==> src/hw/rtl/aabb_pkg.sv <==
// ----------------------------------------------------------------------------
// aabb_pkg
// Shared types and constants for the bounding box and sphere block.
// ----------------------------------------------------------------------------
`timescale 1ns / 1ps

package aabb_pkg;

  // entries in the job queue between the front and the back
  localparam int unsigned JOB_QUEUE_DEPTH = 2;

  // sphere finish sequencer
  typedef enum logic [1:0] {
    BK_IDLE,
    BK_SQUARE,
    BK_ROOT,
    BK_OUT
  } bk_state_e;

endpackage

==> src/hw/rtl/aabb_if.sv <==
// ----------------------------------------------------------------------------
// aabb_if
// Valid/ready channels for vertex beats and mesh result beats.
// ----------------------------------------------------------------------------
`timescale 1ns / 1ps

interface aabb_vtx_if #(
  parameter int unsigned W = 24
) ();
  logic                valid;
  logic                ready;
  logic signed [W-1:0] pos_x;
  logic signed [W-1:0] pos_y;
  logic signed [W-1:0] pos_z;
  logic                last_vertex;

  modport source (output valid, pos_x, pos_y, pos_z, last_vertex, input ready);
  modport sink   (input valid, pos_x, pos_y, pos_z, last_vertex, output ready);
endinterface

interface aabb_res_if #(
  parameter int unsigned W = 24
) ();
  logic                valid;
  logic                ready;
  logic signed [W-1:0] min_x;
  logic signed [W-1:0] min_y;
  logic signed [W-1:0] min_z;
  logic signed [W-1:0] max_x;
  logic signed [W-1:0] max_y;
  logic signed [W-1:0] max_z;
  logic signed [W-1:0] center_x;
  logic signed [W-1:0] center_y;
  logic signed [W-1:0] center_z;
  logic        [W-1:0] radius;

  modport source (output valid, min_x, min_y, min_z, max_x, max_y, max_z,
                  center_x, center_y, center_z, radius, input ready);
  modport sink   (input valid, min_x, min_y, min_z, max_x, max_y, max_z,
                  center_x, center_y, center_z, radius, output ready);
endinterface

==> src/hw/rtl/aabb_front.sv <==
// ----------------------------------------------------------------------------
// aabb_front
// Takes vertex beats, tracks the running box, hands finished boxes on.
// ----------------------------------------------------------------------------
`timescale 1ns / 1ps

module aabb_front #(
  parameter int unsigned W = 24
) (
  input  logic             clk_i,
  input  logic             rst_ni,
  aabb_vtx_if.sink         vtx_i,
  output logic             push_valid_o,
  input  logic             push_ready_i,
  output logic [6*W-1:0]   push_data_o
);
  import aabb_pkg::*;

  logic                first_q;
  logic signed [W-1:0] min_x_q, min_y_q, min_z_q;
  logic signed [W-1:0] max_x_q, max_y_q, max_z_q;
  logic signed [W-1:0] min_x_d, min_y_d, min_z_d;
  logic signed [W-1:0] max_x_d, max_y_d, max_z_d;
  logic                acc_beat;

  assign vtx_i.ready = push_ready_i;
  assign acc_beat    = vtx_i.valid && vtx_i.ready;

  always_comb begin
    if (first_q) begin
      min_x_d = vtx_i.pos_x;
      min_y_d = vtx_i.pos_y;
      min_z_d = vtx_i.pos_z;
      max_x_d = vtx_i.pos_x;
      max_y_d = vtx_i.pos_y;
      max_z_d = vtx_i.pos_z;
    end else begin
      min_x_d = (vtx_i.pos_x < min_x_q) ? vtx_i.pos_x : min_x_q;
      min_y_d = (vtx_i.pos_y < min_y_q) ? vtx_i.pos_y : min_y_q;
      min_z_d = (vtx_i.pos_z < min_z_q) ? vtx_i.pos_z : min_z_q;
      max_x_d = (vtx_i.pos_x > max_x_q) ? vtx_i.pos_x : max_x_q;
      max_y_d = (vtx_i.pos_y > max_y_q) ? vtx_i.pos_y : max_y_q;
      max_z_d = (vtx_i.pos_z > max_z_q) ? vtx_i.pos_z : max_z_q;
    end
  end

  // a last vertex closes the mesh and pushes its box
  assign push_valid_o = acc_beat && vtx_i.last_vertex;
  assign push_data_o  = {min_x_d, min_y_d, min_z_d, max_x_d, max_y_d, max_z_d};

  always_ff @(posedge clk_i or negedge rst_ni) begin
    if (!rst_ni) begin
      first_q <= 1'b1;
      min_x_q <= '0;
      min_y_q <= '0;
      min_z_q <= '0;
      max_x_q <= '0;
      max_y_q <= '0;
      max_z_q <= '0;
    end else if (acc_beat) begin
      first_q <= vtx_i.last_vertex;
      min_x_q <= min_x_d;
      min_y_q <= min_y_d;
      min_z_q <= min_z_d;
      max_x_q <= max_x_d;
      max_y_q <= max_y_d;
      max_z_q <= max_z_d;
    end
  end

endmodule

==> src/hw/rtl/aabb_queue.sv <==
// ----------------------------------------------------------------------------
// aabb_queue
// Small first-in first-out queue of finished boxes.
// ----------------------------------------------------------------------------
`timescale 1ns / 1ps

module aabb_queue #(
  parameter int unsigned DATA_W = 144,
  parameter int unsigned DEPTH  = 2
) (
  input  logic              clk_i,
  input  logic              rst_ni,
  input  logic              push_valid_i,
  output logic              push_ready_o,
  input  logic [DATA_W-1:0] push_data_i,
  output logic              pop_valid_o,
  input  logic              pop_ready_i,
  output logic [DATA_W-1:0] pop_data_o
);
  import aabb_pkg::*;

  localparam int unsigned PtrW = (DEPTH > 1) ? $clog2(DEPTH) : 1;
  localparam int unsigned CntW = $clog2(DEPTH + 1);

  logic [DATA_W-1:0] mem_q [DEPTH];
  logic [PtrW-1:0]   wr_ptr_q, rd_ptr_q;
  logic [CntW-1:0]   cnt_q;
  logic              do_push, do_pop;

  assign push_ready_o = (cnt_q != CntW'(DEPTH));
  assign pop_valid_o  = (cnt_q != '0);
  assign pop_data_o   = mem_q[rd_ptr_q];
  assign do_push      = push_valid_i && push_ready_o;
  assign do_pop       = pop_valid_o && pop_ready_i;

  always_ff @(posedge clk_i) begin
    if (do_push) begin
      mem_q[wr_ptr_q] <= push_data_i;
    end
  end

  always_ff @(posedge clk_i or negedge rst_ni) begin
    if (!rst_ni) begin
      wr_ptr_q <= '0;
      rd_ptr_q <= '0;
      cnt_q    <= '0;
    end else begin
      if (do_push) begin
        wr_ptr_q <= (wr_ptr_q == PtrW'(DEPTH - 1)) ? '0 : wr_ptr_q + 1'b1;
      end
      if (do_pop) begin
        rd_ptr_q <= (rd_ptr_q == PtrW'(DEPTH - 1)) ? '0 : rd_ptr_q + 1'b1;
      end
      if (do_push && !do_pop) begin
        cnt_q <= cnt_q + 1'b1;
      end else if (do_pop && !do_push) begin
        cnt_q <= cnt_q - 1'b1;
      end
    end
  end

endmodule

==> src/hw/rtl/aabb_back.sv <==
// ----------------------------------------------------------------------------
// aabb_back
// Finishes one box: centre, sum of squared extents, square root, result beat.
// ----------------------------------------------------------------------------
`timescale 1ns / 1ps

module aabb_back #(
  parameter int unsigned W = 24
) (
  input  logic           clk_i,
  input  logic           rst_ni,
  input  logic           job_valid_i,
  output logic           job_pop_o,
  input  logic [6*W-1:0] job_data_i,
  aabb_res_if.source     res_o
);
  import aabb_pkg::*;

  localparam int unsigned R     = W + 1;       // root bits
  localparam int unsigned AccW  = 2 * R;       // sum of three squares
  localparam int unsigned RemW  = R + 3;
  localparam int unsigned RcntW = $clog2(R);

  bk_state_e state_q, state_d;

  logic signed [W-1:0] j_min_x, j_min_y, j_min_z, j_max_x, j_max_y, j_max_z;
  logic signed [W-1:0] min_x_q, min_y_q, min_z_q, max_x_q, max_y_q, max_z_q;
  logic signed [W-1:0] cen_x_q, cen_y_q, cen_z_q;
  logic signed [W:0]   sum_x, sum_y, sum_z, dif_x, dif_y, dif_z;
  logic [W-1:0]        dx_q, dy_q, dz_q, d_sel;
  logic [2*W-1:0]      prod_q;
  logic [AccW-1:0]     acc_q;
  logic [RemW-1:0]     rem_q, rem_sh, trial, rem_d;
  logic [R-1:0]        root_q, root_d;
  logic [1:0]          sq_cnt_q;
  logic [RcntW-1:0]    root_cnt_q;
  logic                load;

  assign {j_min_x, j_min_y, j_min_z, j_max_x, j_max_y, j_max_z} = job_data_i;

  // sequencer
  always_ff @(posedge clk_i or negedge rst_ni) begin
    if (!rst_ni) begin
      state_q <= BK_IDLE;
    end else begin
      state_q <= state_d;
    end
  end

  always_comb begin
    state_d   = state_q;
    job_pop_o = 1'b0;
    unique case (state_q)
      BK_IDLE: begin
        if (job_valid_i) begin
          job_pop_o = 1'b1;
          state_d   = BK_SQUARE;
        end
      end
      BK_SQUARE: begin
        if (sq_cnt_q == 2'd3) state_d = BK_ROOT;
      end
      BK_ROOT: begin
        if (root_cnt_q == '0) state_d = BK_OUT;
      end
      BK_OUT: begin
        if (res_o.ready) state_d = BK_IDLE;
      end
      default: state_d = BK_IDLE;
    endcase
  end

  assign load = job_pop_o;

  // centre and extents at load
  assign sum_x = {j_min_x[W-1], j_min_x} + {j_max_x[W-1], j_max_x};
  assign sum_y = {j_min_y[W-1], j_min_y} + {j_max_y[W-1], j_max_y};
  assign sum_z = {j_min_z[W-1], j_min_z} + {j_max_z[W-1], j_max_z};
  assign dif_x = {j_max_x[W-1], j_max_x} - {j_min_x[W-1], j_min_x};
  assign dif_y = {j_max_y[W-1], j_max_y} - {j_min_y[W-1], j_min_y};
  assign dif_z = {j_max_z[W-1], j_max_z} - {j_min_z[W-1], j_min_z};

  always_comb begin
    unique case (sq_cnt_q)
      2'd0:    d_sel = dx_q;
      2'd1:    d_sel = dy_q;
      default: d_sel = dz_q;
    endcase
  end

  // one root bit per cycle, two radicand bits shifted in
  always_comb begin
    rem_sh = {rem_q[RemW-3:0], acc_q[AccW-1 -: 2]};
    trial  = {1'b0, root_q, 2'b01};
    if (rem_sh >= trial) begin
      rem_d  = rem_sh - trial;
      root_d = {root_q[R-2:0], 1'b1};
    end else begin
      rem_d  = rem_sh;
      root_d = {root_q[R-2:0], 1'b0};
    end
  end

  always_ff @(posedge clk_i or negedge rst_ni) begin
    if (!rst_ni) begin
      sq_cnt_q   <= '0;
      root_cnt_q <= '0;
    end else if (load) begin
      sq_cnt_q   <= '0;
      root_cnt_q <= RcntW'(R - 1);
    end else if (state_q == BK_SQUARE) begin
      sq_cnt_q <= sq_cnt_q + 1'b1;
    end else if (state_q == BK_ROOT) begin
      root_cnt_q <= root_cnt_q - 1'b1;
    end
  end

  always_ff @(posedge clk_i) begin
    if (load) begin
      min_x_q <= j_min_x;
      min_y_q <= j_min_y;
      min_z_q <= j_min_z;
      max_x_q <= j_max_x;
      max_y_q <= j_max_y;
      max_z_q <= j_max_z;
      cen_x_q <= sum_x[W:1];
      cen_y_q <= sum_y[W:1];
      cen_z_q <= sum_z[W:1];
      dx_q    <= dif_x[W-1:0];
      dy_q    <= dif_y[W-1:0];
      dz_q    <= dif_z[W-1:0];
      acc_q   <= '0;
      rem_q   <= '0;
      root_q  <= '0;
    end else if (state_q == BK_SQUARE) begin
      prod_q <= d_sel * d_sel;
      // product of the previous axis is added in the following cycle
      if (sq_cnt_q != 2'd0) begin
        acc_q <= acc_q + AccW'(prod_q);
      end
    end else if (state_q == BK_ROOT) begin
      acc_q  <= {acc_q[AccW-3:0], 2'b00};
      rem_q  <= rem_d;
      root_q <= root_d;
    end
  end

  assign res_o.valid    = (state_q == BK_OUT);
  assign res_o.min_x    = min_x_q;
  assign res_o.min_y    = min_y_q;
  assign res_o.min_z    = min_z_q;
  assign res_o.max_x    = max_x_q;
  assign res_o.max_y    = max_y_q;
  assign res_o.max_z    = max_z_q;
  assign res_o.center_x = cen_x_q;
  assign res_o.center_y = cen_y_q;
  assign res_o.center_z = cen_z_q;
  // half of the full-diagonal root; always fits, no clamp needed
  assign res_o.radius   = root_q[R-1:1];

endmodule

==> src/hw/rtl/aabb_and_bounding_sphere.sv <==
// a mesh's box is pushed into the job queue with its last vertex beat, and its result is offered after its finish
// throughput: one vertex beat per cycle while the job queue has room
// the sphere finish runs the squares, then one root bit per cycle, then the result beat
// a two-entry job queue lets the next meshes stream in while a finish runs
// reset: asynchronous active low, empty queue, idle finisher, next vertex starts a mesh
// ----------------------------------------------------------------------------
// aabb_and_bounding_sphere
// Streaming axis-aligned bounding box with bounding sphere per mesh.
// ----------------------------------------------------------------------------
`timescale 1ns / 1ps

module aabb_and_bounding_sphere #(
  parameter int unsigned COORD_WIDTH = 24
) (
  input  logic       clk_i,
  input  logic       rst_ni,
  aabb_vtx_if.sink   vtx_i,
  aabb_res_if.source res_o
);
  import aabb_pkg::*;

  localparam int unsigned JobW = 6 * COORD_WIDTH;

  // front to queue
  logic            push_valid, push_ready;
  logic [JobW-1:0] push_data;
  // queue to back
  logic            job_valid, job_pop;
  logic [JobW-1:0] job_data;

  // front: per-vertex min/max tracking, one beat per cycle while the job queue has room
  aabb_front #(
    .W (COORD_WIDTH)
  ) u_front (
    .clk_i        (clk_i),
    .rst_ni       (rst_ni),
    .vtx_i        (vtx_i),
    .push_valid_o (push_valid),
    .push_ready_i (push_ready),
    .push_data_o  (push_data)
  );

  // finished boxes wait here for the sphere finisher
  aabb_queue #(
    .DATA_W (JobW),
    .DEPTH  (JOB_QUEUE_DEPTH)
  ) u_queue (
    .clk_i        (clk_i),
    .rst_ni       (rst_ni),
    .push_valid_i (push_valid),
    .push_ready_o (push_ready),
    .push_data_i  (push_data),
    .pop_valid_o  (job_valid),
    .pop_ready_i  (job_pop),
    .pop_data_o   (job_data)
  );

  // back: centre, squared extents, square root, result beat
  aabb_back #(
    .W (COORD_WIDTH)
  ) u_back (
    .clk_i       (clk_i),
    .rst_ni      (rst_ni),
    .job_valid_i (job_valid),
    .job_pop_o   (job_pop),
    .job_data_i  (job_data),
    .res_o       (res_o)
  );

endmodule

==> src/flat_wrapper.sv <==
// flat-port wrapper written by rule: the top's interface ports become plain ports
module aabb_and_bounding_sphere_flat import aabb_pkg::*;
#(
  parameter int unsigned COORD_WIDTH = 24
)
  (clk_i, rst_ni, vtx_i_valid, vtx_i_pos_x, vtx_i_pos_y, vtx_i_pos_z, vtx_i_last_vertex, vtx_i_ready, res_o_valid, res_o_min_x, res_o_min_y, res_o_min_z, res_o_max_x, res_o_max_y, res_o_max_z, res_o_center_x, res_o_center_y, res_o_center_z, res_o_radius, res_o_ready);
  aabb_vtx_if #(.W((24))) vtx_i_i ();
  aabb_res_if #(.W((24))) res_o_i ();
  input  logic clk_i;
  input  logic rst_ni;
  input wire logic [$bits(vtx_i_i.valid)-1:0] vtx_i_valid;
  input wire logic [$bits(vtx_i_i.pos_x)-1:0] vtx_i_pos_x;
  input wire logic [$bits(vtx_i_i.pos_y)-1:0] vtx_i_pos_y;
  input wire logic [$bits(vtx_i_i.pos_z)-1:0] vtx_i_pos_z;
  input wire logic [$bits(vtx_i_i.last_vertex)-1:0] vtx_i_last_vertex;
  output wire logic [$bits(vtx_i_i.ready)-1:0] vtx_i_ready;
  output wire logic [$bits(res_o_i.valid)-1:0] res_o_valid;
  output wire logic [$bits(res_o_i.min_x)-1:0] res_o_min_x;
  output wire logic [$bits(res_o_i.min_y)-1:0] res_o_min_y;
  output wire logic [$bits(res_o_i.min_z)-1:0] res_o_min_z;
  output wire logic [$bits(res_o_i.max_x)-1:0] res_o_max_x;
  output wire logic [$bits(res_o_i.max_y)-1:0] res_o_max_y;
  output wire logic [$bits(res_o_i.max_z)-1:0] res_o_max_z;
  output wire logic [$bits(res_o_i.center_x)-1:0] res_o_center_x;
  output wire logic [$bits(res_o_i.center_y)-1:0] res_o_center_y;
  output wire logic [$bits(res_o_i.center_z)-1:0] res_o_center_z;
  output wire logic [$bits(res_o_i.radius)-1:0] res_o_radius;
  input wire logic [$bits(res_o_i.ready)-1:0] res_o_ready;
  assign vtx_i_i.valid = vtx_i_valid;
  assign vtx_i_i.pos_x = vtx_i_pos_x;
  assign vtx_i_i.pos_y = vtx_i_pos_y;
  assign vtx_i_i.pos_z = vtx_i_pos_z;
  assign vtx_i_i.last_vertex = vtx_i_last_vertex;
  assign vtx_i_ready = vtx_i_i.ready;
  assign res_o_valid = res_o_i.valid;
  assign res_o_min_x = res_o_i.min_x;
  assign res_o_min_y = res_o_i.min_y;
  assign res_o_min_z = res_o_i.min_z;
  assign res_o_max_x = res_o_i.max_x;
  assign res_o_max_y = res_o_i.max_y;
  assign res_o_max_z = res_o_i.max_z;
  assign res_o_center_x = res_o_i.center_x;
  assign res_o_center_y = res_o_i.center_y;
  assign res_o_center_z = res_o_i.center_z;
  assign res_o_radius = res_o_i.radius;
  assign res_o_i.ready = res_o_ready;
  aabb_and_bounding_sphere #(.COORD_WIDTH(COORD_WIDTH)) u_core (.clk_i(clk_i), .rst_ni(rst_ni), .vtx_i(vtx_i_i), .res_o(res_o_i));
endmodule
==> config.mk <==
export PLATFORM = sky130hd
export DESIGN_NAME = aabb_and_bounding_sphere_flat
export DESIGN_NICKNAME = d
export VERILOG_FILES = /design/src/hw/rtl/aabb_pkg.sv /design/src/hw/rtl/aabb_if.sv /design/src/hw/rtl/aabb_front.sv /design/src/hw/rtl/aabb_queue.sv /design/src/hw/rtl/aabb_back.sv /design/src/hw/rtl/aabb_and_bounding_sphere.sv /design/src/flat_wrapper.sv
export SDC_FILE = /design/constraint.sdc
export NUM_CORES = 2
export LEC_CHECK = 0
export CORE_MARGIN = 5
export CORE_UTILIZATION = 60
export CTS_BUF_LIST = sky130_fd_sc_hd__clkbuf_8
export DETAILED_ROUTE_END_ITERATION = 7
export DONT_BUFFER_PORTS = 1
export PLACE_DENSITY = 0.78
export SYNTH_ARGS = -nofsm -noshare
export SYNTH_HDL_FRONTEND = slang
export SYNTH_SLANG_ARGS = --single-unit
==> constraint.sdc <==
create_clock -name clk_i -period 10.6 [get_ports clk_i]
set_clock_uncertainty 0.2 [all_clocks]
set_input_delay 0.53 -clock clk_i [delete_from_list [all_inputs] [get_ports clk_i]]
set_output_delay 0.53 -clock clk_i [all_outputs]
set_load 0.05 [all_outputs]
-- Yosys cells after proc, flatten, opt, wreduce, memory -nomap -nowiden
Memories as Yosys holds them, arrays and structs flattened.
Index checks and enable logic that the tools add are counted.
- div/mod/pow operators: 0
- eq/ne operators: 12
- add/subtract/negate cells: 14
- reduce and logical (&&, ||, !) cells: 22
- multiplexer cells: 36
- $lt $le $gt $ge: 7
- $mul: 1
- shift-type cells: 0
- bitwise gates (word level): 2
- operator list (cell ; number):
    $mux 24 ; 12
    $mux 50 ; 3
    $add 24x24->25 ; 3
    $gt 24x24->1 ; 3
    $lt 24x24->1 ; 3
    $sub 24x24->24 ; 3
    $add 50x48->50 ; 1
    $mul 24x24->48 ; 1
    $pmux 24 s2 ; 1
    $ge 28x27->1 ; 1
    $mux 26 ; 1
    $sub 26x26->26 ; 1
    $mux 2 ; 8
    $mux 5 ; 3
    $reduce_bool 2->1 ; 6
    $ne 2x1->1 const B ; 4
    $pmux 2 s4 ; 1
    $reduce_and 2->1 ; 4
    $mux 1 ; 7
    $eq 2x2->1 const B ; 3
    $logic_and 1x1->1 ; 6
    $ne 2x2->1 const B ; 3
    $logic_not 5->1 ; 1
    $sub 5x1->5 const B ; 1
    8 further kinds ; 14
- output and inout port bits: 242
- input port bits: 77
- word-level logic and storage cells: 124
- ROM bits: 0
- flip-flop bits (word level): 595
- latch bits: 0
- memory bits (writable): 288
- memories kept: 1
- memories (memory ; words ; bits a word ; rd ports ; clocked after memory_dff ; wr ports ; RTL line ; source):
    u_core.u_queue.mem_q ; 2 ; 144 ; 1 ; 0 ; 1 ; aabb_queue.sv:25 ; logic [DATA_W-1:0] mem_q [DEPTH];

-- Logic depth before layout (Yosys ltp)
- word-level depth: 8
- mapped depth: 35
- mapped depth without buffers: 32

-- Hierarchy
A second synthesis with hierarchy kept.
- cell total of the unflattened synthesis: 6288
- area total of the unflattened synthesis: 66012.1 µm²
- by module, submodules not included (module ; area each (µm²) ; instances ; seq. area each (µm²) ; cells each):
    aabb_back ; 41930.2 ; 1 ; 12306.8 ; 4309
    aabb_front ; 13306.5 ; 1 ; 3629.7 ; 1513
    aabb_queue ; 10775.3 ; 1 ; 8748.4 ; 466

-- Worst setup path after synthesis
Ideal clock, no wire load.
- path kind: register to register
- start: register u_core.u_back.state_q[0]
- end: register u_core.u_back.dx_q[0] (enable)
- buffers on the path: 2
- required time: 9.635 ns
- setup time: 0.765 ns
- period minus slack after synthesis: 10.043 ns
- stages on the path, launching flop included: 7
- path slack: 0.557 ns
- arrival: 9.078 ns
- cell sequence: dfrtp_1 inv_1 ha_1 o21ai_0 inv_1 clkbuf_1 clkbuf_1
- word-level cells in the longest chain between the ends: 2
- ends and longest elaborated chain (element ; RTL line ; source):
    from (decl) ; aabb_back.sv:24 ; bk_state_e state_q, state_d;
    from (signal assigned) ; aabb_back.sv:46 ; state_q <= state_d;
    $logic_not 2->1 ; aabb_back.sv:53 ; unique case (state_q)
    $mux 1 ; aabb_back.sv:53 ;
    via u_core.job_pop ; aabb_and_bounding_sphere.sv:28 ; logic job_valid, job_pop;
    to (signal assigned) ; aabb_back.sv:129 ; dx_q <= dif_x[W-1:0];
    to (decl) ; aabb_back.sv:30 ; logic [W-1:0] dx_q, dy_q, dz_q, d_sel;
The timed path passes the listed nets, and every way through them passes these cells.
A chain may end at the register's enable or synchronous reset.

-- Final worst setup path
- start: register u_core.u_back.sq_cnt_q[0]
- end: register u_core.u_back.prod_q[43] (data pin)
- word-level cells in the longest chain between the ends: 3
- elaborated cells between the ends (all ways): 4
- classes of those cells: mul: 1; eq/ne: 1; mux: 1; reduce/logical: 1
- ends and longest elaborated chain (element ; RTL line ; source):
    from (decl) ; aabb_back.sv:35 ; logic [1:0] sq_cnt_q;
    from (signal assigned) ; aabb_back.sv:112 ; sq_cnt_q <= sq_cnt_q + 1'b1;
    $eq 2x1->1 / $logic_not 2->1 (equally long branches) ; aabb_back.sv:84 ; unique case (sq_cnt_q)
    $pmux 24 s2 * ; aabb_back.sv:84 ;
    $mul 24x24->48 * ; aabb_back.sv:136 ; prod_q <= d_sel * d_sel;
    to (signal assigned) ; aabb_back.sv:136 ;
    to (decl) ; aabb_back.sv:31 ; logic [2*W-1:0] prod_q;
Every way passes the cells marked *; elsewhere a longest branch is shown, timed or not.

==> metrics.md <==
| Metric | Value |
|---|---|
| Status | `complete, no violations` |
| Cell family with most CP delay | `adder cells` |
| Antenna-violating nets left | `0` |
| Gr ovfl total | `0` |
| Max Slew Vio Count | `0` |
| I/O Buffers | `0` |
| Critical path's most frequent cell | `fa_1` |
| Slowest stage delay, CP | `660 ps` |
| Slowest cell on crit path | `a21o_1` |
| Largest net degree at the start of global routing | `172` |
| Drt pass-1 iters | `8` |
| Die Y | `334 um` |
| H-tree levels | `4` |
| Post-synth top area cell | `edfxtp_1` |
| Crit path buf inv count | `7` |
| Worst reg-to-reg path cell count | `29` |
| Initial Util | `60.6%` |
| Average cell area after synthesis | `10.6 um^2` |
| Sequential element share of the synthesized area | `39.2%` |
| Initial antenna violation count | `3` |
| Synth async-reset ratio | `17.9%` |
| CP Max Fanout | `38` |
| Tcrit/Tclk final | `91.4%` |
| RR Startpoint | `u_core.u_back.sq_cnt_q[0]$_DFFE_PN0P_` |
| Final GP Congestion | `0.993` |
| Final hold vios | `0` |
| Critical path origin | `u_core.u_back.sq_cnt_q[0]$_DFFE_PN0P_` |
| Clock transition at path regs | `60 ps` |
| Library cells used by synthesis | `101` |
| Dpl cells | `7,111` |
| Post-route insts no fill | `7,460` |
| Slew @ Worst Pin | `1250 ps` |
| Core area | `0.104 mm^2` |
| R2r setup slk | `910 ps` |
| Post-CTS Setup Bufs | `0` |
| Ratio of cells with drive above 1 in the final layout | `8.82%` |
| Critical Setup Path Class | `flip-flop to flip-flop` |
| Routed length per instance | `21.5 um` |
| DRT iter0 DRCs | `3,727` |
| Tightest Hold Check Type | `primary input to async pin` |
| Final WL | `161 mm` |
| Critical Path Sink Type | `flip-flop` |
| Clock buffer depth | `3` |
| Vias in the first global route | `44,200` |
| Crit path DAT | `10,030 ps` |
| Most frequent cells in the layout | `inv_1, edfxtp_1, ha_1` |
| TritonCTS clock tree | `done` |
| DRC | `0` |
| Clock Sinks | `882` |
| Syn Nets | `6,979` |
| Rows | `118` |
| Fillers | `7,891` |
| RSZ-0062 raised after global routing | `no` |
| Max Freq | `0.103 GHz` |
| Final HPWL DP | `118 mm` |
| Fin crit period | `9690 ps` |
| Boundary Pins | `319` |
| Post-Route Setup TNS | `0 ps` |
| #FFs+latches synth | `882` |
| Warnings, synthesis | `0` |
| Vias/cell | `5.87` |
| Die width | `334 um` |
| Max-cap check violation count | `0` |
| Final hold slack | `16.9 ps` |
| Via count of the routed design | `43,800` |
| Mapped Area | `0.0630 mm^2` |
| Synth top area share | `29.7%` |
| Area Growth Syn to Fin | `7.79%` |
| Slew HR | `16.9%` |
| Syn Inst Count | `5,933` |
| Top_reg_cell synth | `edfxtp_1` |
| Most common cell after layout, fill and taps aside | `inv_1` |
| Num CTS Buffers | `147` |
| Final setup viols | `0` |
| CTS root buf | `clkbuf_8` |
| First-pass GRT wire length | `251 mm` |
| Final #Nets | `7,002` |
| PostCTS Resize Cnt | `0` |
| Die area | `0.112 mm^2` |
| Startpoint Class | `flip-flop` |
| Total track usage | `28.6%` |
| Top post-synthesis cells by area | `edfxtp_1, fa_1, ha_1` |
| Worst endpoint required time | `10,940 ps` |
| Post-synth EDFFs | `623` |
| Clock Latency Late Sink | `840 ps` |
| Capture point of the worst reg-to-reg path | `u_core.u_back.prod_q[43]$_DFFE_PP_` |
[final cells by class]
| class | count | area (um^2) | share of cell area [%] |
|---|---|---|---|
| repair buffers | 119 | 1130 | 1.66 |
| diodes | 1 | 2.50 | 0.00368 |
| well taps | 1380 | 1730 | 2.54 |
| multi-input cells | 3836 | 33700 | 49.6 |
| clock buffers | 163 | 2240 | 3.30 |
| flip-flops and latches | 882 | 24700 | 36.3 |
| clock inverters | 109 | 810 | 1.19 |
| inverters | 970 | 3650 | 5.37 |
[what timing repair did]
item,CTS,global route
hold buffers,76,0
setup endpoints to repair,0,0
endpoints found under the hold margin,594,0
[worst reg2reg max path, delay by kind of cell, from the launching register on]
kind | cells | cell delay [ps]
AOI/OAI and AO/OA | 9 | 2640
DFF | 1 | 420
and+or+nand+nor | 4 | 850
buffers and inverters | 7 | 1300
adders and majority gates | 9 | 3980
[cells by family after synthesis]
| kind of cell | count (synthesis) | share of synthesized area [%] |
|---|---|---|
| compound gates | 1095 | 11.3 |
| xor+xnor | 245 | 3.40 |
| fa+ha+maj | 969 | 24.4 |
| buf+inv | 1215 | 7.51 |
| flops | 882 | 39.2 |
| mux | 352 | 6.03 |
| simple gates | 1175 | 8.24 |
[flip-flops by register name (all words and copies together), names as in the netlist, 25 cells and up]
register	cells
u_core.u_back.acc_q	50
u_core.u_back.prod_q	47
u_core.u_back.rem_q	26
u_core.u_back.root_q	25
u_core.u_queue.mem_q	288
[Yosys cell counts, types with 18 or more instances]
cell      instances
inv_1           958
edfxtp_1        623
ha_1            539
fa_1            430
nand2_1         429
nor2_1          403
a21oi_1         320
o21ai_0         254
mux2_2          221
clkbuf_1        170
xnor2_1         166
dfrtp_1         157
a21o_1          146
mux2i_1         131
dfxtp_1         101
xor2_1           79
nand3_1          74
nor3_1           49
nand4_1          46
o21bai_1         41
nand2b_1         40
nor2b_1          37
o21a_1           34
a211oi_1         31
a31oi_1          30
buf_4            28
a22o_1           27
and3_1           22
buf_2            21
buf_1            19
a221oi_1         18
[worst max path at each step]
stage / end / slack, ps / cells past startpoint
after floorplan: u_core.u_back.dx_q[0]$_DFFE_PP_ / 560 / 6
after global placement: u_core.u_back.prod_q[44]$_DFFE_PP_ / 1200 / 29
after detailed placement: u_core.u_back.prod_q[44]$_DFFE_PP_ / 1130 / 29
after CTS: u_core.u_back.prod_q[44]$_DFFE_PP_ / 1090 / 29
after global routing: u_core.u_back.prod_q[44]$_DFFE_PP_ / 510 / 29
final: u_core.u_back.prod_q[43]$_DFFE_PP_ / 910 / 29
[through the flow]
stage / utilization [%] / area [um^2] / worst slack, ps
final: 65.4 / 67900 / 911
after global routing: 65.4 / 67900 / 513
after CTS: 65.4 / 67900 / 1090
after detailed placement: 61.7 / 64100 / 1130
after global placement: 61.7 / 64100 / 1200
after floorplan: - / 63000 / 557
[metal layers]
layer | vias up | part of all wire [%] | global-route usage (%)
met4 | 2 | 5.0 | 12.6
met1 | 21400 | 40 | 38.0
li1 | 20200 | - | -
met3 | 391 | 8.9 | 6.76
met5 | - | 0.0081 | 0
met2 | 1841 | 46 | 45.3
Power is left out: the tool's default activity adds up to more than one toggle a clock period on the data nets, which glitch-free logic cannot reach.
